$ cat src/rtl/core/assert_macros.svh
// ---------------------------------------------------------------------------
// Assertion macros
// Concurrent assertion wrappers shared by bce_muldiv and bce_dp.
// ---------------------------------------------------------------------------
`ifndef ASSERT_MACROS_SVH
`define ASSERT_MACROS_SVH

// property must hold at every rising clock edge outside reset
`define BCE_ASSERT(lbl, clk, rstn, prop, msg) \
  lbl: assert property (@(posedge clk) disable iff (!(rstn)) (prop)) else $error(msg);

// condition must never be seen outside reset
`define BCE_ASSERT_NEVER(lbl, clk, rstn, cond, msg) \
  lbl: assert property (@(posedge clk) disable iff (!(rstn)) !(cond)) else $error(msg);

`endif

$ cat src/rtl/core/bce_pkg.sv
// ---------------------------------------------------------------------------
// bce_pkg
// Types, constants and codes of the betweenness centrality engine.
// ---------------------------------------------------------------------------
package bce_pkg;

  localparam int MaxVertices    = 1024;
  localparam int MaxEdgeEntries = 8192;
  localparam int FractionBits   = 16;

  localparam int VIDX_W  = 10;
  localparam int VCNT_W  = 11;
  localparam int EIDX_W  = 13;
  localparam int ROW_W   = 14;
  localparam int NB_W    = VIDX_W + 1;
  localparam int DIST_W  = 11;
  localparam int PC_W    = 64;
  localparam int DEP_W   = FractionBits + 10;
  localparam int SCORE_W = FractionBits + 20;
  localparam int MB_W    = DEP_W + 1;
  localparam int HALF_W  = PC_W / 2;
  localparam int MUL_W   = HALF_W + MB_W;
  localparam int PROD_W  = PC_W + MB_W;
  localparam int MD_CNT_W = $clog2(PROD_W);

  localparam logic [DIST_W-1:0] DIST_UNV = '1;
  localparam logic [DEP_W-1:0]  DEP_MAX  = '1;
  localparam logic [SCORE_W-1:0] SCORE_MAX = '1;

  localparam logic [1:0] FUNC_ROW  = 2'd0;
  localparam logic [1:0] FUNC_COL  = 2'd1;
  localparam logic [1:0] FUNC_RUN  = 2'd2;
  localparam logic [1:0] FUNC_READ = 2'd3;

  localparam logic KIND_DONE  = 1'b0;
  localparam logic KIND_SCORE = 1'b1;

  typedef struct packed {
    logic [1:0]  func;
    logic [13:0] index;
    logic [13:0] value;
  } in_item_t;

  typedef struct packed {
    logic        kind;
    logic [9:0]  vertex;
    logic [35:0] score;
    logic        overflow;
  } out_item_t;

  typedef enum logic [4:0] {
    OP_NONE,
    OP_CLEAR,
    OP_INIT,
    OP_SEED,
    OP_B_HEAD,
    OP_V1,
    OP_V2,
    OP_V3,
    OP_EDGE,
    OP_E1,
    OP_B_E2,
    OP_R_TOP,
    OP_R_E2,
    OP_R_E3,
    OP_R_CENT,
    OP_R_C2,
    OP_NEXT,
    OP_DONE,
    OP_READ,
    OP_READ_OUT
  } op_e;

  typedef enum logic [4:0] {
    ST_BOOT,
    ST_IDLE,
    ST_CLEAR,
    ST_SRC,
    ST_INIT,
    ST_SEED,
    ST_B_HEAD,
    ST_B_V1,
    ST_B_V2,
    ST_B_V3,
    ST_B_EDGE,
    ST_B_E1,
    ST_B_E2,
    ST_R_TOP,
    ST_R_W1,
    ST_R_W2,
    ST_R_W3,
    ST_R_EDGE,
    ST_R_E1,
    ST_R_E2,
    ST_R_MD,
    ST_R_E3,
    ST_R_CENT,
    ST_R_C2,
    ST_NEXT,
    ST_DONE,
    ST_READ,
    ST_READ_OUT
  } st_e;

  typedef enum logic [2:0] {
    MD_IDLE,
    MD_MUL_LO,
    MD_MUL_HI,
    MD_SUM,
    MD_DIV
  } md_state_e;

  typedef struct packed {
    op_e  op;
    logic accept;
  } cmd_t;

  typedef struct packed {
    logic sweep_last;
    logic init_last;
    logic src_lt_n;
    logic head_lt_tail;
    logic j_lt_hi;
    logic nb_bad;
    logic k_nz;
    logic cur_is_src;
    logic dep_pass;
    logic md_done;
    logic out_free;
  } stat_t;

endpackage

$ cat src/rtl/core/bce_ctrl.sv
// ---------------------------------------------------------------------------
// bce_ctrl
// Sequencer for loads, reads and the per-source Brandes passes.
// ---------------------------------------------------------------------------
module bce_ctrl (
  input  logic           clk_i,
  input  logic           rst_ni,
  input  logic           in_valid_i,
  input  logic [1:0]     in_func_i,
  input  bce_pkg::stat_t stat_i,
  output bce_pkg::cmd_t  cmd_o,
  output logic           in_ready_o
);
  import bce_pkg::*;

  st_e state_q, state_d;

  always_comb begin
    state_d = state_q;
    case (state_q)
      ST_BOOT:     if (stat_i.sweep_last) state_d = ST_IDLE;
      ST_IDLE: begin
        if (in_valid_i) begin
          if (in_func_i == FUNC_RUN) state_d = ST_CLEAR;
          else if (in_func_i == FUNC_READ) state_d = ST_READ;
        end
      end
      ST_CLEAR:    if (stat_i.sweep_last) state_d = ST_SRC;
      ST_SRC:      state_d = stat_i.src_lt_n ? ST_INIT : ST_DONE;
      ST_INIT:     if (stat_i.init_last) state_d = ST_SEED;
      ST_SEED:     state_d = ST_B_HEAD;
      ST_B_HEAD:   state_d = stat_i.head_lt_tail ? ST_B_V1 : ST_R_TOP;
      ST_B_V1:     state_d = ST_B_V2;
      ST_B_V2:     state_d = ST_B_V3;
      ST_B_V3:     state_d = ST_B_EDGE;
      ST_B_EDGE:   state_d = stat_i.j_lt_hi ? ST_B_E1 : ST_B_HEAD;
      ST_B_E1:     state_d = stat_i.nb_bad ? ST_B_EDGE : ST_B_E2;
      ST_B_E2:     state_d = ST_B_EDGE;
      ST_R_TOP:    state_d = stat_i.k_nz ? ST_R_W1 : ST_NEXT;
      ST_R_W1:     state_d = ST_R_W2;
      ST_R_W2:     state_d = ST_R_W3;
      ST_R_W3:     state_d = stat_i.cur_is_src ? ST_R_TOP : ST_R_EDGE;
      ST_R_EDGE:   state_d = stat_i.j_lt_hi ? ST_R_E1 : ST_R_CENT;
      ST_R_E1:     state_d = stat_i.nb_bad ? ST_R_EDGE : ST_R_E2;
      ST_R_E2:     state_d = stat_i.dep_pass ? ST_R_MD : ST_R_EDGE;
      ST_R_MD:     if (stat_i.md_done) state_d = ST_R_E3;
      ST_R_E3:     state_d = ST_R_EDGE;
      ST_R_CENT:   state_d = ST_R_C2;
      ST_R_C2:     state_d = ST_R_TOP;
      ST_NEXT:     state_d = ST_SRC;
      ST_DONE:     if (stat_i.out_free) state_d = ST_IDLE;
      ST_READ:     state_d = ST_READ_OUT;
      ST_READ_OUT: if (stat_i.out_free) state_d = ST_IDLE;
      default:     state_d = ST_IDLE;
    endcase
  end

  always_comb begin
    cmd_o.op     = OP_NONE;
    cmd_o.accept = 1'b0;
    in_ready_o   = 1'b0;
    case (state_q)
      ST_BOOT, ST_CLEAR:     cmd_o.op = OP_CLEAR;
      ST_IDLE: begin
        in_ready_o   = 1'b1;
        cmd_o.accept = in_valid_i;
      end
      ST_INIT:               cmd_o.op = OP_INIT;
      ST_SEED:               cmd_o.op = OP_SEED;
      ST_B_HEAD:             cmd_o.op = OP_B_HEAD;
      ST_B_V1, ST_R_W1:      cmd_o.op = OP_V1;
      ST_B_V2, ST_R_W2:      cmd_o.op = OP_V2;
      ST_B_V3, ST_R_W3:      cmd_o.op = OP_V3;
      ST_B_EDGE, ST_R_EDGE:  cmd_o.op = OP_EDGE;
      ST_B_E1, ST_R_E1:      cmd_o.op = OP_E1;
      ST_B_E2:               cmd_o.op = OP_B_E2;
      ST_R_TOP:              cmd_o.op = OP_R_TOP;
      ST_R_E2:               cmd_o.op = OP_R_E2;
      ST_R_E3:               cmd_o.op = OP_R_E3;
      ST_R_CENT:             cmd_o.op = OP_R_CENT;
      ST_R_C2:               cmd_o.op = OP_R_C2;
      ST_NEXT:               cmd_o.op = OP_NEXT;
      ST_DONE:               cmd_o.op = OP_DONE;
      ST_READ:               cmd_o.op = OP_READ;
      ST_READ_OUT:           cmd_o.op = OP_READ_OUT;
      default:               cmd_o.op = OP_NONE;
    endcase
  end

  always_ff @(posedge clk_i or negedge rst_ni) begin
    if (!rst_ni) begin
      state_q <= ST_BOOT;
    end else begin
      state_q <= state_d;
    end
  end

endmodule

$ cat config.mk
export PLATFORM = sky130hd
export DESIGN_NAME = bce_ctrl
export DESIGN_NICKNAME = d
export VERILOG_FILES = /design/src/rtl/core/assert_macros.svh /design/src/rtl/core/bce_pkg.sv /design/src/rtl/core/bce_ctrl.sv
export SDC_FILE = /design/constraint.sdc
export NUM_CORES = 1
export LEC_CHECK = 0
export BUFFER_PORTS_ARGS = -buffer_cell sky130_fd_sc_hd__buf_2
export CAP_MARGIN = 10
export CELL_PAD_IN_SITES_DETAIL_PLACEMENT = 1
export CELL_PAD_IN_SITES_GLOBAL_PLACEMENT = 2
export CORE_MARGIN = 1
export CORE_UTILIZATION = 30
export CTS_CLUSTER_DIAMETER = 200
export DETAILED_ROUTE_END_ITERATION = 8
export PLACE_DENSITY = 0.88
export SLEW_MARGIN = 0
export SYNTH_ARGS = -nofsm -noshare
export SYNTH_HDL_FRONTEND = slang
export SYNTH_SLANG_ARGS = --single-unit
$ cat constraint.sdc
create_clock -name clk_i -period 3.65 [get_ports clk_i]
set_input_delay 0.73 -clock clk_i [delete_from_list [all_inputs] [get_ports clk_i]]
set_output_delay 0.73 -clock clk_i [all_outputs]
set_load 0.03 [all_outputs]
==> reports/metrics.csv <==
stage,metric,value,unit
place,DP HPWL,2184,um
cells_and_area,final net count,162,
drt,post-detailed-route count of antenna-violating nets,0,
logic_synthesis,Post-Syn Instances,130,
critical_path,Critical Path Sink Type,primary output,
drt,DR pass1 iterations,4,
critical_path,R2R cell count,6,
cells_and_area,fin area,1010,um^2
global_route,largest net degree at the start of global routing,28,
clock_tree,clock sink count,5,
place,DP Area,983.4,um^2
sta,Hold Fails Final Rpt,0,
cells_and_area,Largest regs,state_q (5),
critical_path,R2R setup slack,1.56,ns
drt,Residual DRC,0,
critical_path,Critical Path AT,1.99,ns
logic_synthesis,yosys warns,0,
sta,count of pins over their slew limit,0,
critical_path,Critical R2R Launch,state_q[0]$_DFFE_PN0P_,
sta,Slew HR,0.4642,
logic_synthesis,Synth Flop Type,dfrtp_1,
global_route,first-pass GRT wire length,4961,um
global_route,vias in the first global route,1099,
sta,post-route clock period utilization,0.7442,
clock_tree,post-cts sizing count,0,
clock_tree,CTS tree,done,
cells_and_area,Ant. Diodes,0,
power,switching portion of total power,0.6061,
hold_path,Hold Path Class,input port to asynchronous set/reset pin,
die,Core ar.,2805,um^2
die,Starting Density,0.3198,
drt,DR vias/cell,6.057,
critical_path,Critical Path Fanout Max,17,
power,Design Power,1018,uW
power,worst vdd ir,423.0,uV
power,Leak,0.0004175,uW
drt,vias post-DR,1066,
die,full die area,3213,um^2
die,die width,56.69,um
power,power density over cell area,1009,nW/um^2
sta,Worst Tran Pin Value,0.8037,ns
logic_synthesis,Synth Cell Area,897.1,um^2
clock_tree,clk slew on worst S/H paths,0.04,ns
sta,post-layout min period,2.716,ns
sta,clock skew,0.0004802,ns
place,I/O Buffers,22,
logic_synthesis,asr flop ratio synth,1.000,
sta,Setup-failing EPs final,0,
logic_synthesis,Mapped Nets,146,
clock_tree,H-tree Lvls,1,
clock_tree,clk_lat worst skew,0.25,ns
cells_and_area,max reg flops,5,
critical_path,worst reg2reg path endpoint,state_q[4]$_DFFE_PN0P_,
power,Gate power share,0.693,
clock_tree,Max clock buf depth,2,
sta,fmax,368.1,MHz
critical_path,Crit path required time,2.92,ns
die,row cnt,19,
sta,unrepaired setup endpoints after global routing,false,
drt,DRT iter0 DRCs,36,
clock_tree,clock root cell,clkbuf_4,
cells_and_area,Top reg by flops,state_q,
flow_run,Max Cap Viol,0,
place,routability congestion estimate,0.9279,
status,outcome,completed,
global_route,grt ovf,0,
power,P_sw,617.3,uW
cells_and_area,multi-input logic area,679.4,um^2
clock_tree,CTS buffer count,3,
global_route,initial antenna violation count,0,
cells_and_area,fill count,384,
logic_synthesis,synthesis-stage register bit count,5,
logic_synthesis,"Seq/Total Area, Yosys",0.1395,
die,Die Ht,56.69,um
critical_path,Worst Setup Start Kind,flip-flop,
drt,wire per inst,16.81,um
cells_and_area,register area,125.1,um^2
cells_and_area,share of layout cells above drive strength 1,0.2483,
power,Int Power,401.2,uW
logic_synthesis,Avg Inst Size Synth,6.901,um^2
power,clock share of power,0.066,
critical_path,CP Class,flip-flop to primary output,
drt,Post-Route WL,2959,um
clock_tree,setup bufs post-CTS,0,
power,power share of the sequential group,0.241,
logic_synthesis,Cell variety after synth,50,
sta,post-route setup TNS,0,ns
global_route,Total Routing Usage GR,0.1962,
die,# IOs,23,
cells_and_area,P&R area growth vs syn,12.55,%
logic_synthesis,number of flops mapped to enable cells by yosys,0,
clock_tree,CTS Hold Bufs,0,
-- worst max-delay path by stage --
stage | cells after the start | to | start
2_1_floorplan | 4 | cmd_o[0] | state_q[1]$_DFFE_PN0P_
3_3_place_gp | 4 | cmd_o[0] | state_q[1]$_DFFE_PN0P_
3_5_place_dp | 4 | cmd_o[0] | state_q[1]$_DFFE_PN0P_
4_1_cts | 4 | cmd_o[0] | state_q[1]$_DFFE_PN0P_
5_1_grt | 6 | cmd_o[1] | state_q[3]$_DFFE_PN0P_
6_report | 6 | cmd_o[1] | state_q[3]$_DFFE_PN0P_
-- layer usage --
layer,vias to the layer above,share of wire,global-route usage
met3,5,0.038,0.02074
li1,515,-,-
met5,-,0,0
met4,0,0.014,0.09286
met1,512,0.45,0.2374
met2,34,0.50,0.3435
-- layout by cell type (no fill, tap or decap), drive strengths merged, types with 2 or more instances in the layout --
| cell type | netlist | layout |
|---|---|---|
| a211oi | 2 | 2 |
| a21boi | 2 | 2 |
| a21oi | 7 | 7 |
| a221oi | 2 | 2 |
| a31oi | 6 | 6 |
| a32oi | 2 | 2 |
| buf | 10 | 24 |
| clkbuf | 3 | 4 |
| dfrtp | 5 | 5 |
| inv | 4 | 4 |
| nand2 | 13 | 13 |
| nand2b | 7 | 7 |
| nand3 | 3 | 3 |
| nand3b | 4 | 4 |
| nor2 | 20 | 20 |
| nor3 | 2 | 2 |
| nor4 | 2 | 2 |
| o21ai | 10 | 10 |
| o31ai | 2 | 2 |
-- cell type report --
class	instances	share of cell area
Clock buffer	4	0.02602
Multi-Input combinational cell	108	0.6729
Timing Repair Buffer	24	0.1239
Sequential cell	5	0.1239
Inverter	4	0.01487
Tap cell	31	0.03841
-- critical path, cell delays in order (launching register included) --
cell and delay [ns]:
dfrtp_1 0.72, buf_4 0.28, nand2_1 0.09, nor2_1 0.19
nor3_1 0.07, a31oi_1 0.17, buf_2 0.22
-- logic make-up after synthesis --
group	synth area share
AND/OR/NAND/NOR	0.3543
AO/OA/AOI/OAI	0.3808
buffers and inverters	0.1032
flip-flops	0.1395
XOR/XNOR	0.009765
multiplexers	0.01255
-- cells in the mapped netlist (all sizes together) (3+ instances only) --
cell / instances / area, um^2
a21oi: 7 / 35.03
o21ai: 10 / 50.04
nand3b: 4 / 30.03
nand2: 13 / 48.80
inv: 4 / 15.02
dfrtp: 5 / 125.1
buf: 10 / 66.31
a31oi: 6 / 37.54
nand3: 3 / 15.01
clkbuf: 3 / 11.26
nor2: 20 / 80.07
nand2b: 7 / 51.30
-- power groups by stage --
stage	registers, uW	logic [uW]	clock network, uW
6_report	245	706	67.5
5_1_grt	260	773	71.8
4_1_cts	243	708	66.8
3_5_place_dp	244	704	0
3_3_place_gp	241	691	0
2_1_floorplan	106	685	0
-- stage by stage --
step                  util  std cells  worst slack, ns  hold slack (ns)
finish              0.3599        176           0.9337           0.2835
detailed placement  0.3506        172            1.211           0.5484
CTS                 0.3599        176           0.9481           0.2874
global route        0.3599        176           0.7859           0.2896
global placement    0.3506        172            1.247           0.5451
floorplan                -        130            1.140           0.4344
Power figures use the tool's default switching activity.
